File: config.mk
export PLATFORM = sky130hd
export DESIGN_NAME = serial_camera_jpeg_fetch
export DESIGN_NICKNAME = d
export VERILOG_FILES = /design/src/sv/scjf_pkg.sv /design/src/sv/serial_camera_jpeg_fetch.sv
export SDC_FILE = /design/constraint.sdc
export NUM_CORES = 1
export LEC_CHECK = 0
export ABC_AREA = 1
export BUFFER_PORTS_ARGS = -buffer_cell sky130_fd_sc_hd__buf_4
export CAP_MARGIN = 20
export CELL_PAD_IN_SITES_DETAIL_PLACEMENT = 1
export CELL_PAD_IN_SITES_GLOBAL_PLACEMENT = 1
export CORE_UTILIZATION = 45
export CTS_BUF_LIST = sky130_fd_sc_hd__clkbuf_16
export DETAILED_ROUTE_END_ITERATION = 8
export GPL_TIMING_DRIVEN = 0
export PLACE_DENSITY = 0.79
export SLEW_MARGIN = 10
export SYNTH_ARGS = -nofsm -noshare
export SYNTH_HDL_FRONTEND = slang
export SYNTH_SLANG_ARGS = --single-unit
File: constraint.sdc
create_clock -name clk -period 8.82 [get_ports clk]
set_input_delay 0 -clock clk [delete_from_list [all_inputs] [get_ports clk]]
set_output_delay 0 -clock clk [all_outputs]
set_load 0.05 [all_outputs]
File: src/sv/scjf_pkg.sv
// ---------------------------------------------------------------------------
// scjf_pkg
// Shared types, codes and the command byte generator for the serial camera
// JPEG fetch controller.
// ---------------------------------------------------------------------------
package scjf_pkg;

	// Event kinds on the input stream (tuser)
	localparam logic [1:0] OP_START = 2'd0;
	localparam logic [1:0] OP_RXBYTE = 2'd1;
	localparam logic [1:0] OP_TICK = 2'd2;

	// Result kinds on the output stream (tuser)
	localparam logic [1:0] KIND_NONE = 2'd0;
	localparam logic [1:0] KIND_CMD = 2'd1;
	localparam logic [1:0] KIND_IMG = 2'd2;
	localparam logic [1:0] KIND_DONE = 2'd3;

	// Configuration register indexes
	localparam logic [1:0] REG_RESET_WAIT = 2'd0;
	localparam logic [1:0] REG_READ_WAIT = 2'd1;
	localparam logic [1:0] REG_CHUNK_LEN = 2'd2;

	// Configuration reset values
	localparam logic [15:0] RESET_WAIT_RST = 16'd4000;
	localparam logic [7:0] READ_WAIT_RST = 8'd25;
	localparam logic [7:0] CHUNK_LEN_RST = 8'd32;

	// Protocol bytes
	localparam logic [7:0] CAM_SYNC = 8'h56;
	localparam logic [7:0] CAM_RESET = 8'h26;
	localparam logic [7:0] CAM_SNAP = 8'h36;
	localparam logic [7:0] CAM_READ = 8'h32;
	localparam logic [7:0] CAM_JPEG = 8'h0c;
	localparam logic [7:0] CAM_DELAY = 8'h0a;
	localparam logic [7:0] JPEG_EOI0 = 8'hFF;
	localparam logic [7:0] JPEG_EOI1 = 8'hD9;
	localparam logic [7:0] HDR_BYTES = 8'd5;

	// Burst lengths in result items
	localparam int RST_LEN = 4;
	localparam int SNAP_LEN = 5;
	localparam int READ_LEN = 16;
	localparam int MAX_BURST = SNAP_LEN + READ_LEN;
	localparam int IDX_W = $clog2(MAX_BURST);

	// Default depth of the burst queue
	localparam int QUEUE_DEPTH_DEF = 4;

	// Controller phase, one-hot
	typedef enum logic [3:0] {
		PH_IDLE  = 4'b0001,
		PH_RWAIT = 4'b0010,
		PH_READ  = 4'b0100,
		PH_DONE  = 4'b1000
	} phase_t;

	// What one accepted event expands to on the output
	typedef enum logic [2:0] {
		BR_NONE,
		BR_RESET,
		BR_SNAPREAD,
		BR_READ,
		BR_IMG,
		BR_IMGDONE
	} burst_kind_t;

	typedef struct packed {
		burst_kind_t bk;
		logic [15:0] addr;
		logic [7:0]  len;
		logic [7:0]  img;
	} burst_t;

	typedef struct packed {
		logic [1:0] kind;
		logic [7:0] value;
		logic       last;
	} res_t;

	// Byte j of the read-data command
	function automatic logic [7:0] read_cmd_byte(input logic [IDX_W-1:0] j,
			input logic [15:0] addr, input logic [7:0] len);
		logic [7:0] b;
		case (j)
			IDX_W'(0):  b = CAM_SYNC;
			IDX_W'(2):  b = CAM_READ;
			IDX_W'(3):  b = CAM_JPEG;
			IDX_W'(5):  b = CAM_DELAY;
			IDX_W'(8):  b = addr[15:8];
			IDX_W'(9):  b = addr[7:0];
			IDX_W'(13): b = len;
			IDX_W'(15): b = CAM_DELAY;
			default:    b = 8'h00;
		endcase
		return b;
	endfunction

	// Result item number idx of a burst
	function automatic res_t burst_item(input burst_t d, input logic [IDX_W-1:0] idx);
		res_t r;
		r = '{kind: KIND_NONE, value: 8'h00, last: 1'b1};
		case (d.bk)
			BR_RESET: begin
				r.kind = KIND_CMD;
				r.last = (idx == IDX_W'(RST_LEN - 1));
				case (idx)
					IDX_W'(0): r.value = CAM_SYNC;
					IDX_W'(2): r.value = CAM_RESET;
					default:   r.value = 8'h00;
				endcase
			end
			BR_SNAPREAD: begin
				r.kind = KIND_CMD;
				r.last = (idx == IDX_W'(MAX_BURST - 1));
				case (idx)
					IDX_W'(0): r.value = CAM_SYNC;
					IDX_W'(1): r.value = 8'h00;
					IDX_W'(2): r.value = CAM_SNAP;
					IDX_W'(3): r.value = 8'h01;
					IDX_W'(4): r.value = 8'h00;
					default:   r.value = read_cmd_byte(idx - IDX_W'(SNAP_LEN), d.addr, d.len);
				endcase
			end
			BR_READ: begin
				r.kind = KIND_CMD;
				r.last = (idx == IDX_W'(READ_LEN - 1));
				r.value = read_cmd_byte(idx, d.addr, d.len);
			end
			BR_IMG: begin
				r.kind = KIND_IMG;
				r.value = d.img;
			end
			BR_IMGDONE: begin
				if (idx == IDX_W'(0)) begin
					r.kind = KIND_IMG;
					r.value = d.img;
					r.last = 1'b0;
				end else begin
					r.kind = KIND_DONE;
				end
			end
			default: r = '{kind: KIND_NONE, value: 8'h00, last: 1'b1};
		endcase
		return r;
	endfunction

endpackage

File: src/sv/serial_camera_jpeg_fetch.sv
// ---------------------------------------------------------------------------
// serial_camera_jpeg_fetch
// Command and readout controller for a serial JPEG camera: reset, snapshot,
// chunked read-data commands and image byte capture up to the FF D9 marker.
// ---------------------------------------------------------------------------
// Usage:
//   Input stream (s_*): one event per item; s_tuser is the event kind
//   (start, received byte, millisecond tick), s_tdata the received byte.
//   Output stream (m_*): result items; m_tuser is the kind (nothing, command
//   byte, image byte, image complete), m_tdata the byte, m_tlast marks the
//   final result of one event. Every event gives at least one result.
//   Config port (cfg_*): always ready; write only while the block is idle.
// Timing:
//   Each event is decoded and the controller state updated in the cycle it
//   is accepted; the event's result burst (1 to 21 items) goes into a queue
//   of QUEUE_DEPTH bursts. Results leave the queue through the output
//   register, one item per cycle while m_tready is high. An event is
//   accepted every cycle while the burst queue has room, so input
//   throughput is one event per cycle when bursts are single items and is
//   bounded by the output drain rate for command bursts.
// Reset: the phase goes idle, counters and address clear, the queue empties
//   and the configuration registers take their default values.
// Stall: a stalled output holds its item; the queue fills and s_tready drops.
// ---------------------------------------------------------------------------
module serial_camera_jpeg_fetch
	import scjf_pkg::*;
#(
	parameter int QUEUE_DEPTH = QUEUE_DEPTH_DEF
) (
	input  logic        clk,
	input  logic        arst_n,
	// input events
	input  logic        s_tvalid,
	output logic        s_tready,
	input  logic [7:0]  s_tdata,   // [7:0] rx_byte
	input  logic [1:0]  s_tuser,   // [1:0] op
	// results
	output logic        m_tvalid,
	input  logic        m_tready,
	output logic [7:0]  m_tdata,   // [7:0] value
	output logic [1:0]  m_tuser,   // [1:0] kind
	output logic        m_tlast,
	// configuration writes
	input  logic        cfg_valid,
	output logic        cfg_ready,
	input  logic [1:0]  cfg_index,
	input  logic [15:0] cfg_data
);

	localparam int PTR_W = (QUEUE_DEPTH > 1) ? $clog2(QUEUE_DEPTH) : 1;
	localparam int CNT_W = $clog2(QUEUE_DEPTH + 1);

	// configuration
	logic [15:0] reset_wait_q;
	logic [7:0]  read_wait_q;
	logic [7:0]  chunk_len_q;

	// controller state
	phase_t      phase_q, phase_d;
	logic [15:0] wait_cnt_q, wait_cnt_d;
	logic [15:0] addr_q, addr_d;
	logic [7:0]  reply_cnt_q, reply_cnt_d;
	logic [7:0]  capt_cnt_q, capt_cnt_d;
	logic        end_seen_q, end_seen_d;
	logic [7:0]  prev_byte_q, prev_byte_d;
	burst_t      burst_d;

	// burst queue
	burst_t            queue_mem [QUEUE_DEPTH];
	logic [PTR_W-1:0]  wr_ptr_q, rd_ptr_q;
	logic [CNT_W-1:0]  count_q;
	logic [IDX_W-1:0]  idx_q;

	// output register
	logic        out_valid_q;
	res_t        out_q;

	logic        in_acc, load, pop;
	res_t        item;
	logic [15:0] wait_inc;
	logic [7:0]  reply_inc;

	assign cfg_ready = 1'b1;
	assign s_tready  = (count_q != CNT_W'(QUEUE_DEPTH));
	assign in_acc    = s_tvalid && s_tready;

	// configuration registers
	always_ff @(posedge clk or negedge arst_n) begin
		if (!arst_n) begin
			reset_wait_q <= RESET_WAIT_RST;
			read_wait_q  <= READ_WAIT_RST;
			chunk_len_q  <= CHUNK_LEN_RST;
		end else if (cfg_valid) begin
			case (cfg_index)
				REG_RESET_WAIT: reset_wait_q <= cfg_data;
				REG_READ_WAIT:  read_wait_q  <= cfg_data[7:0];
				REG_CHUNK_LEN:  chunk_len_q  <= cfg_data[7:0];
				default: ;
			endcase
		end
	end

	assign wait_inc  = (wait_cnt_q == 16'hFFFF) ? wait_cnt_q : wait_cnt_q + 16'd1;
	assign reply_inc = (reply_cnt_q == 8'hFF) ? reply_cnt_q : reply_cnt_q + 8'd1;

	// event decode and next state
	always_comb begin
		phase_d     = phase_q;
		wait_cnt_d  = wait_cnt_q;
		addr_d      = addr_q;
		reply_cnt_d = reply_cnt_q;
		capt_cnt_d  = capt_cnt_q;
		end_seen_d  = end_seen_q;
		prev_byte_d = prev_byte_q;
		burst_d     = '{bk: BR_NONE, addr: addr_q, len: chunk_len_q, img: s_tdata};
		case (s_tuser)
			OP_START: begin
				if (phase_q == PH_IDLE || phase_q == PH_DONE) begin
					addr_d      = '0;
					end_seen_d  = 1'b0;
					prev_byte_d = '0;
					reply_cnt_d = '0;
					capt_cnt_d  = '0;
					wait_cnt_d  = '0;
					phase_d     = PH_RWAIT;
					burst_d.bk  = BR_RESET;
				end
			end
			OP_RXBYTE: begin
				if (phase_q == PH_READ) begin
					reply_cnt_d = reply_inc;
					if (reply_inc > HDR_BYTES && capt_cnt_q < chunk_len_q && !end_seen_q) begin
						prev_byte_d = s_tdata;
						capt_cnt_d  = capt_cnt_q + 8'd1;
						if (prev_byte_q == JPEG_EOI0 && s_tdata == JPEG_EOI1) begin
							end_seen_d = 1'b1;
							phase_d    = PH_DONE;
							burst_d.bk = BR_IMGDONE;
						end else begin
							burst_d.bk = BR_IMG;
						end
					end
				end
			end
			OP_TICK: begin
				if (phase_q == PH_RWAIT || phase_q == PH_READ) begin
					wait_cnt_d = wait_inc;
					if ((phase_q == PH_RWAIT && wait_inc >= reset_wait_q) ||
					    (phase_q == PH_READ && wait_inc >= {8'h00, read_wait_q})) begin
						burst_d.bk  = (phase_q == PH_RWAIT) ? BR_SNAPREAD : BR_READ;
						addr_d      = addr_q + {8'h00, chunk_len_q};
						reply_cnt_d = '0;
						capt_cnt_d  = '0;
						wait_cnt_d  = '0;
						phase_d     = PH_READ;
					end
				end
			end
			default: ;
		endcase
	end

	// controller state registers
	always_ff @(posedge clk or negedge arst_n) begin
		if (!arst_n) begin
			phase_q     <= PH_IDLE;
			wait_cnt_q  <= '0;
			addr_q      <= '0;
			reply_cnt_q <= '0;
			capt_cnt_q  <= '0;
			end_seen_q  <= 1'b0;
			prev_byte_q <= '0;
		end else if (in_acc) begin
			phase_q     <= phase_d;
			wait_cnt_q  <= wait_cnt_d;
			addr_q      <= addr_d;
			reply_cnt_q <= reply_cnt_d;
			capt_cnt_q  <= capt_cnt_d;
			end_seen_q  <= end_seen_d;
			prev_byte_q <= prev_byte_d;
		end
	end

	// burst queue storage
	always_ff @(posedge clk) begin
		if (in_acc) begin
			queue_mem[wr_ptr_q] <= burst_d;
		end
	end

	// serializer: one result item per load from the head burst
	assign item = burst_item(queue_mem[rd_ptr_q], idx_q);
	assign load = (count_q != '0) && (!out_valid_q || m_tready);
	assign pop  = load && item.last;

	always_ff @(posedge clk or negedge arst_n) begin
		if (!arst_n) begin
			wr_ptr_q    <= '0;
			rd_ptr_q    <= '0;
			count_q     <= '0;
			idx_q       <= '0;
			out_valid_q <= 1'b0;
		end else begin
			if (in_acc) begin
				wr_ptr_q <= (wr_ptr_q == PTR_W'(QUEUE_DEPTH - 1)) ? '0 : wr_ptr_q + 1'b1;
			end
			if (pop) begin
				rd_ptr_q <= (rd_ptr_q == PTR_W'(QUEUE_DEPTH - 1)) ? '0 : rd_ptr_q + 1'b1;
			end
			if (in_acc && !pop) begin
				count_q <= count_q + 1'b1;
			end else if (!in_acc && pop) begin
				count_q <= count_q - 1'b1;
			end
			if (load) begin
				idx_q <= item.last ? '0 : idx_q + 1'b1;
			end
			if (load) begin
				out_valid_q <= 1'b1;
			end else if (m_tready) begin
				out_valid_q <= 1'b0;
			end
		end
	end

	// output payload register
	always_ff @(posedge clk) begin
		if (load) begin
			out_q <= item;
		end
	end

	assign m_tvalid = out_valid_q;
	assign m_tdata  = out_q.value;
	assign m_tuser  = out_q.kind;
	assign m_tlast  = out_q.last;

endmodule

# Word-level counts from Yosys, hierarchy flattened
# Memories as Yosys holds them, arrays and structs flattened.
# Cells that the tools add are included.
# Widths: inputs -> output; s select.
[word_totals]
output_inout_bits = 14
ramBits = 140
word_cells = 174
memories = 1
inputBits = 33
reg_bits = 117
[op_classes]
reduce_logical = 41
addsub = 10
magnitude_cmp = 4
n_eq_ne = 43
muxes = 57
[memory_table]
columns = ["memory", "words", "word_bits", "rd", "rd_ports_with_merged_regs", "wr", "line", "rtl"]
rows = [
  ["queue_mem", 4, 35, 1, 0, 1, "serial_camera_jpeg_fetch.sv:69", "burst_t queue_mem [QUEUE_DEPTH];"],
]
[ops]
columns = ["cell", "n"]
rows = [
  ["$pmux 8 s7", 2],
  ["$mux 16", 6],
  ["$mux 8", 9],
  ["$pmux 16 s2", 2],
  ["$pmux 10 s5", 1],
  ["$pmux 8 s3", 2],
  ["$eq 5x4->1 const B", 8],
  ["$pmux 8 s4", 1],
  ["$eq 8x8->1 const B", 3],
  ["$mux 4", 6],
  ["$eq 5x2->1 const B", 4],
  ["$add 16x1->16 const B", 1],
  ["$add 16x8->16", 1],
  ["$add 8x1->8 const B", 2],
  ["$eq 16x16->1 const B", 1],
  ["$ge 16x16->1", 1],
  ["$ge 16x8->1", 1],
  ["$pmux 8 s2", 1],
  ["$eq 5x3->1 const B", 3],
  ["$pmux 7 s2", 1],
  ["$mux 1", 12],
  ["$mux 3", 4],
  ["$ne 2x2->1 const B", 6],
  ["$pmux 4 s3", 1],
  ["other kinds (39)", 76],
]

# Longest topological paths before layout
# Gate-level depths: netlist (run 1).
[logic_depth]
depth_word = 8
ltp_mapped = 31
depth_no_buf = 29

# Worst setup path before layout (run 1)
# Ideal clock, no wire load.
[synth_timing]
kind = "flip-flop to flip-flop"
start = "register wait_cnt_q[1]"
end = "memory queue_mem[0][33] (netlist name) (data pin)"
slack_ns = 5.610
synth_period_minus_slack_ns = 3.210
stages_incl_launch_ff = 31
arrival_ns = 3.007
n_path_buf = 2
required_ns = 8.617
setup_ns = 0.203
path_cell_list = "dfrtp_1 -> ha_1 -> nand2_1 -> nor2_1 -> nand2_2 -> inv_2 -> nand3_2 -> clkbuf_1 -> xor2_1 -> ha_1 -> inv_1 -> nand2_1 -> nand2_1 -> nand2_1 -> nand2_1 -> nand2_1 -> nand2_1 -> nand2_1 -> nand2_1 -> nand2_1 -> nand2_1 -> nand2_1 -> nand2_1 -> nand2_1 -> nand2_1 -> nand2_1 -> nand2_1 -> nand2_2 -> inv_1 -> buf_4 -> nor3_1"
[synth_rtl]
columns = ["element", "line", "rtl"]
rows = [
  ["start: declaration", "serial_camera_jpeg_fetch.sv:60", "logic [15:0] wait_cnt_q, wait_cnt_d;"],
  ["start signal: assignment", "serial_camera_jpeg_fetch.sv:175", "wait_cnt_q <= wait_cnt_d;"],
  ["end: declaration", "serial_camera_jpeg_fetch.sv:69", ""],
]

==> results of run 1 <==
registers in the layout, summed over array words and instances, names as in the netlist, 8 cells and up:
register,cells
read_wait_q,8
chunk_len_q,8
capt_cnt_q,8
wait_cnt_q,16
addr_q,16
queue_mem,140
reset_wait_q,16
prev_byte_q,8
m_tdata,8
reply_cnt_q,8
worst reg2reg max path, delay by kind of cell (launching register included):
kind	cells	cell delay (ps)
flops	1	410
buf+inv	5	770
fa+ha+maj	2	570
xor+xnor	1	270
simple gates	22	2100
metal layers:
layer	wire length, µm	vias up
met5	13	-
met4	1150	2
met1	15900	5354
met2	20300	250
met3	1380	71
li1	-	5103
worst paths after layout:
path,start,endpoint,slack (ps),cells after the start
max,wait_cnt_q[1],queue_mem[3][33],4500,30
min,s_tuser[0],phase_q[1],20,6
max reg2reg,wait_cnt_q[1],queue_mem[3][33],4500,30
min reg2reg,phase_q[0],phase_q[0],470,2
max in group asynchronous,arst_n,phase_q[0],7750,4
min in group asynchronous,arst_n,rd_ptr_q[0],550,4
power breakdown:
part | leakage (nW) | switching [mW] | total (mW) | internal, mW
registers | 2.81 | 0.135 | 1.70 | 1.57
clock network | 0.474 | 0.506 | 1.19 | 0.682
logic | 3.33 | 1.17 | 1.64 | 0.478
total | 6.62 | 1.81 | 4.53 | 2.73
cells in the mapped netlist (4+ instances only):
cell / n / area share [%]
nand2_1: 300 / 8.6
buf_1: 4 / 0.11
clkbuf_1: 29 / 0.83
nand3_2: 4 / 0.31
nand4_1: 37 / 1.8
xor2_1: 13 / 0.87
nor3_2: 4 / 0.31
o22ai_1: 26 / 1.2
nor2_1: 148 / 4.3
a31oi_1: 4 / 0.19
inv_1: 151 / 4.3
dfstp_2: 11 / 2.2
nand3_1: 83 / 3.2
xnor2_1: 4 / 0.27
inv_2: 5 / 0.14
a21oi_1: 61 / 2.3
o21ai_0: 132 / 5.1
dfrtp_1: 95 / 18
a22oi_1: 5 / 0.29
buf_4: 6 / 0.34
clkinv_1: 5 / 0.14
edfxtp_1: 151 / 35
o21ai_1: 18 / 0.69
o211ai_1: 4 / 0.23
nor3_1: 15 / 0.57
ha_1: 58 / 5.6
or2_2: 5 / 0.24
logic make-up (layout without fill, tap and decap cells):
kind of cell	after synthesis	after routing	synth area share, %
flip-flops	257	257	55.1
other	1	1	0.0287
adder cells (fa/ha/maj)	60	60	5.86
AND/OR/NAND/NOR	609	609	20.0
buffers and inverters	205	348	6.21
XOR/XNOR	17	17	1.14
AO/OA/AOI/OAI	274	274	11.6
cell type report:
class | count | area share, %
Inverter | 161 | 3.94
Clock inverter | 25 | 1.25
Tap cell | 378 | 3.08
Clock buffer | 29 | 4.73
Multi-Input combinational cell | 961 | 33.1
Timing Repair Buffer | 89 | 5.54
Sequential cell | 257 | 47.0
Buffer | 44 | 1.35
==> impl_metrics.toml, run 1 <==
[timing]
tightestPinTransition_ps = 868
timing.final.ws_setup_ps = 4500
hold_slack_ps = 22.0
finalHoldViolCount = 0
finalCriticalPeriod_ps = 4320
tns_ps = 0
slew_headroom_pct = 41.9
max_freq_mhz = 231
rsz0062_at_grt = "no"
finalMaxSlewViolations = 0
fin_skew_ps = 17.9
setup_viol = 0
fin_crit_sh_pct = 49.0

[critical_path]
cp.required_ps = 9120
crit_top_cell = "nand2_1"
critPathMaxStageDelay_ps = 410
path_class = "reg2reg"
cp-end-kind = "register"
crit_buf_inv = 5
start_kind = "register"
cp.arrival_ps = 4620
crit_family = "simple AND/OR/NAND/NOR gates"
cp_max_fo = 10
cp_slowest_cell = "dfrtp_1"

[status]
status = "completed"

[placement]
dp.final_hpwl_mm = 26.8
io_buffer_count = 45
post_dp_cell_area_um2 = 14000
pre_cts_ws_ps = 4550
gp_congestion = 0.916
dp.cells = 1851

[logic_synthesis]
synth-edff-count = 151
seq_area_frac_synth_pct = 55.1
synthCells = 1423
async_flop_share_pct = 41.2
syn_avg_cell_area_um2 = 9.18
synthFlopType = "edfxtp_1"
syn_area_um2 = 13100
ys_warn_count = 0
synth-seq-cells = 257
syn-num-nets = 1516
ys_types = 53

[floorplan]
dieArea_um2 = 29700
core_area_um2 = 28200
die_y_um = 172
initial_core_util_pct = 46.4
rows = 61
die_w_um = 172
ios = 47

[finish]
final_area_um2 = 15300
drive_above_1_share_pct = 9.39
antennaDiodeCount = 0
num-fill-cells = 3212
ff_latch_area_um2 = 7200
layout_commonest_cell = "nand2_1"
layout_common_cells = "300 x nand2_1, 158 x inv_1, 151 x edfxtp_1"
multiInputGateArea_um2 = 5080
fin_util_pct = 54.4
syn_to_final_growth_pct = 17.4
nets = 1636
layout.cells.non_filler = 1944

[global_routing]
top_usage_layer = "met2"
grt_overflow = 0
gr-usage-met3_pct = 3.14
grt.total_usage_pct = 26.9
grt_util_met2_pct = 50.0
grt_pass1_vias = 11400
grt_pass1_wl_mm = 61.4
antenna_found_initial = 1
use_met1_pct = 32.0
grt_max_degree = 87

[clocking]
numCtsBuffers = 29
cts_sinks = 257
clock_latency_ps = 560
clockBufferDepth = 3
cts_setup_buffers = 0
cts_tree = "done"
clkTransAtPathRegs_ps = 60
cts.hold.buffers_added = 39
clockRootBuffer = "clkbuf_16"
post_cts_resize_count = 0
h-tree-depth = 1

[route]
drt-initial-drc-count = 734
post-route-drc-count = 0
dr.pass1.iters = 5
vias = 10800
routedWlPerCell_um = 19.9
antenna_left = 0
routed_wl_mm = 38.7
routed_via_density = 5.55

[power_and_ir_drop]
total_power_mw = 4.53
ir_worst_vdd_mv = 0.148
p_leak_nw = 6.62
power_density_nw_per_um2 = 296

[worst_hold_path]
holdCritPathClass = "in2reg"

[flow_run]
drv_cap = 0
Note: power is estimated with default switching activity, not from simulation.
==> run 2, diff against run 1 <==
--- a/config.mk
+++ b/config.mk
@@ -5,7 +5,7 @@
 export SDC_FILE = /design/constraint.sdc
 export NUM_CORES = 1
 export LEC_CHECK = 0
-export ABC_AREA = 1
+export ABC_AREA = 0
 export BUFFER_PORTS_ARGS = -buffer_cell sky130_fd_sc_hd__buf_4
 export CAP_MARGIN = 20
 export CELL_PAD_IN_SITES_DETAIL_PLACEMENT = 1
@@ -14,7 +14,7 @@
 export CTS_BUF_LIST = sky130_fd_sc_hd__clkbuf_16
 export DETAILED_ROUTE_END_ITERATION = 8
 export GPL_TIMING_DRIVEN = 0
-export PLACE_DENSITY = 0.79
+export PLACE_DENSITY = 0.76
 export SLEW_MARGIN = 10
 export SYNTH_ARGS = -nofsm -noshare
 export SYNTH_HDL_FRONTEND = slang
==> constraint.sdc (replaced) <==
create_clock -name clk -period 4.23 [get_ports clk]
set_input_delay 0 -clock clk [delete_from_list [all_inputs] [get_ports clk]]
set_output_delay 0 -clock clk [all_outputs]
set_load 0.05 [all_outputs]
==> run 2 against run 1 <==
First-iteration DRC count fell by 29%; global-route usage fell by 2.6 points; final area barely moved; die area fell by 1.3%; non-clock buffer count did not move; utilization rose by 0.34 points; power rose by 110%; sequential power rose by 110%; worst hold slack improved by 21 ps; flip-flop and latch count did not move; highest routed layer is now met4.
==> impl_metrics.toml, run 2 <==
[status]
status = "completed"

[critical_path]
cp_cell_sequence = "buf_2 -> mux4_2 -> nor2b_1 -> a311oi_1 -> nand2_1 -> a211o_1 -> and2_1 -> inv_1 -> ha_1 -> inv_1 -> fa_1 -> xor2_1 -> nor2_1 -> xor2_1"
cp_slowest_cell = "mux4_2"
cp.required_ps = 4700
critPathMaxStageDelay_ps = 660
start_kind = "register"
path_class = "reg2reg"
cp-startpoint = "rd_ptr_q[0]"
r2r_start = "rd_ptr_q[0]"
cp.arrival_ps = 4460
crit_buf_inv = 3
cp_max_fo = 10
crit_family = "compound AO/OA/AOI/OAI gates"
cp-end-kind = "register"

[logic_synthesis]
yosysTopAreaCellShare_pct = 35.2
synth_adder_area_share_pct = 5.94
seq_area_frac_synth_pct = 55.9
synth_top_family_by_area = "compound AO/OA/AOI/OAI gates"
syn_avg_cell_area_um2 = 12.3
synth-seq-cells = 257
synth-edff-count = 151
yosysMostFrequentCell = "edfxtp_1"
synth_xor_area_share_pct = 1.63
synth_area_leaders = "edfxtp_1 35%, dfrtp_1 18%, mux4_2 6.1%, ha_1 5.6%, nand2_1 2.9%"
async_flop_share_pct = 41.2
synthCells = 1044
syn-num-nets = 1137
syn_area_um2 = 12900
yosys.area.top_type = "edfxtp_1"
synthTopCellsByCount = "151 x edfxtp_1, 100 x nand2_1, 95 x dfrtp_1"
synthMuxAreaShare_pct = 8.81
synthFlopType = "edfxtp_1"
ys_types = 82
synth-simple-area-share_pct = 11.7
synth-compound-area-share_pct = 12.8
ys_warn_count = 0

[global_routing]
antenna_found_initial = 0
grt_pass1_wl_mm = 54.2
grt_overflow = 0
grt_max_degree = 74
grt.total_usage_pct = 24.3
grt_pass1_vias = 9647

[timing]
fin_crit_sh_pct = 94.3
hold_slack_ps = 42.8
setup_viol = 0
tightestPinTransition_ps = 960
finalHoldViolCount = 0
finalCriticalPeriod_ps = 3990
fin_skew_ps = 32.8
rsz0062_at_grt = "no"
slew_headroom_pct = 36.0
tns_ps = 0
max_freq_mhz = 251
finalMaxSlewViolations = 0

[clocking]
cts_sinks = 257
cts_tree = "done"
clkTransAtPathRegs_ps = 60
h-tree-depth = 1
clockBufferDepth = 3
clock_latency_ps = 560
clockRootBuffer = "clkbuf_16"
numCtsBuffers = 29

[floorplan]
core_area_um2 = 28000
dieArea_um2 = 29300
die_w_um = 171
die_y_um = 171
rows = 61
initial_core_util_pct = 46.0
ios = 47

[power_and_ir_drop]
power_frac_seq_pct = 39.1
power_frac_clock_pct = 27.4
p_leak_nw = 6.10
p_sw_mw = 3.32
ir_worst_vdd_mv = 0.346
power_density_nw_per_um2 = 606
combPwrFrac_pct = 33.5
internal_power_mw = 5.98
swShare_pct = 35.7

[finish]
layout.cells.non_filler = 1568
nets = 1260
ff_latch_area_um2 = 7200
num-fill-cells = 2866
antennaDiodeCount = 0
top_register = "queue_mem"
syn_to_final_growth_pct = 19.1
layout_commonest_cell = "edfxtp_1"
layout_common_cells = "151 x edfxtp_1, 99 x nand2_1, 94 x dfrtp_1"
largest_reg_flops = 140
drive_above_1_share_pct = 18.7
multiInputGateArea_um2 = 5400

[route]
dr.pass1.iters = 6
antenna_left = 0
routed_via_density = 5.90
vias = 9245
post-route-drc-count = 0
routed_wl_mm = 35.0
drt-initial-drc-count = 520
routedWlPerCell_um = 22.3

[flow_run]
drv_cap = 0

[placement]
io_buffer_count = 45
dp.final_hpwl_mm = 24.2
gp_congestion = 0.926
dp.cells = 1472

[worst_hold_path]
holdCritPathClass = "in2async"
[run 2: cell types whose count changed after synthesis, moves of 17 or more]
cell and change:
o21ai_0 -71, o21ai_1 -17, nand3_1 -46, nor2_1 -99, nand4_1 -23, inv_1 -89, o22ai_1 -22, a21oi_1 -30
a22o_1 +19, mux2_2 +22, mux4_2 +35, nand2_1 -200
[run 2: logic make-up (layout without fill, tap and decap cells)]
kind of cell | count (synthesis) | in the layout
simple gates | 295 | 295
flops | 257 | 257
compound gates | 236 | 236
buf+inv | 104 | 250
mux | 67 | 67
fa+ha+maj | 60 | 60
xor+xnor | 24 | 24
other cells | 1 | 1
[run 2: worst paths after layout]
check / end / slack (ps) / cells after the start
setup reg to reg: count_q[2] / 240 / 14
hold / removal: read_wait_q[3] / 40 / 2
setup / recovery: count_q[2] / 240 / 14
min in group clk: queue_mem[2][33] / 110 / 3
hold reg to reg: count_q[2] / 500 / 1
max in group asynchronous: chunk_len_q[5] / 3720 / 3
[run 2: area by class of cell]
cell class                      instances  area share [%]
Tap cell                              378            3.08
Multi-Input combinational cell        683            35.2
Clock inverter                         25            1.61
Buffer                                 41            1.29
Timing Repair Buffer                   92            5.62
Clock buffer                           29            4.73
Inverter                               63            1.54
Sequential cell                       257            46.9
[run 2: timing repair]
action,in CTS,in global routing
pin swaps,1,7
hold buffers,33,0
hold endpoints to repair,176,0
setup buffers,2,6
endpoints found under the setup margin,56,52
resized for setup,11,23
[run 2: power groups by stage]
stage	registers, mW	clock network (mW)	logic (mW)
4_1_cts	3.63	2.58	3.10
3_3_place_gp	3.63	0	2.87
2_1_floorplan	3.75	0	1.91
5_1_grt	3.69	2.68	3.37
3_5_place_dp	3.67	0	3.04
6_report	3.64	2.55	3.12
[run 2: stage by stage]
step                setup WS, ps  power, mW  instance area [µm²]  utilization, %
CTS                         23.7       9.32                15200            54.3
global route                13.1       9.74                15300            54.8
floorplan                    595       5.67                12900               -
global placement            -443       6.50                13700            48.9
finish                       241       9.30                15300            54.8
detailed placement          -476       6.71                13800            49.4
[run 2: routing by layer]
metal	routed length (µm)	GRT usage, %
met5	0	0
met4	1030	8.31
met3	1310	2.97
met2	18100	43.5
met1	14600	30.2
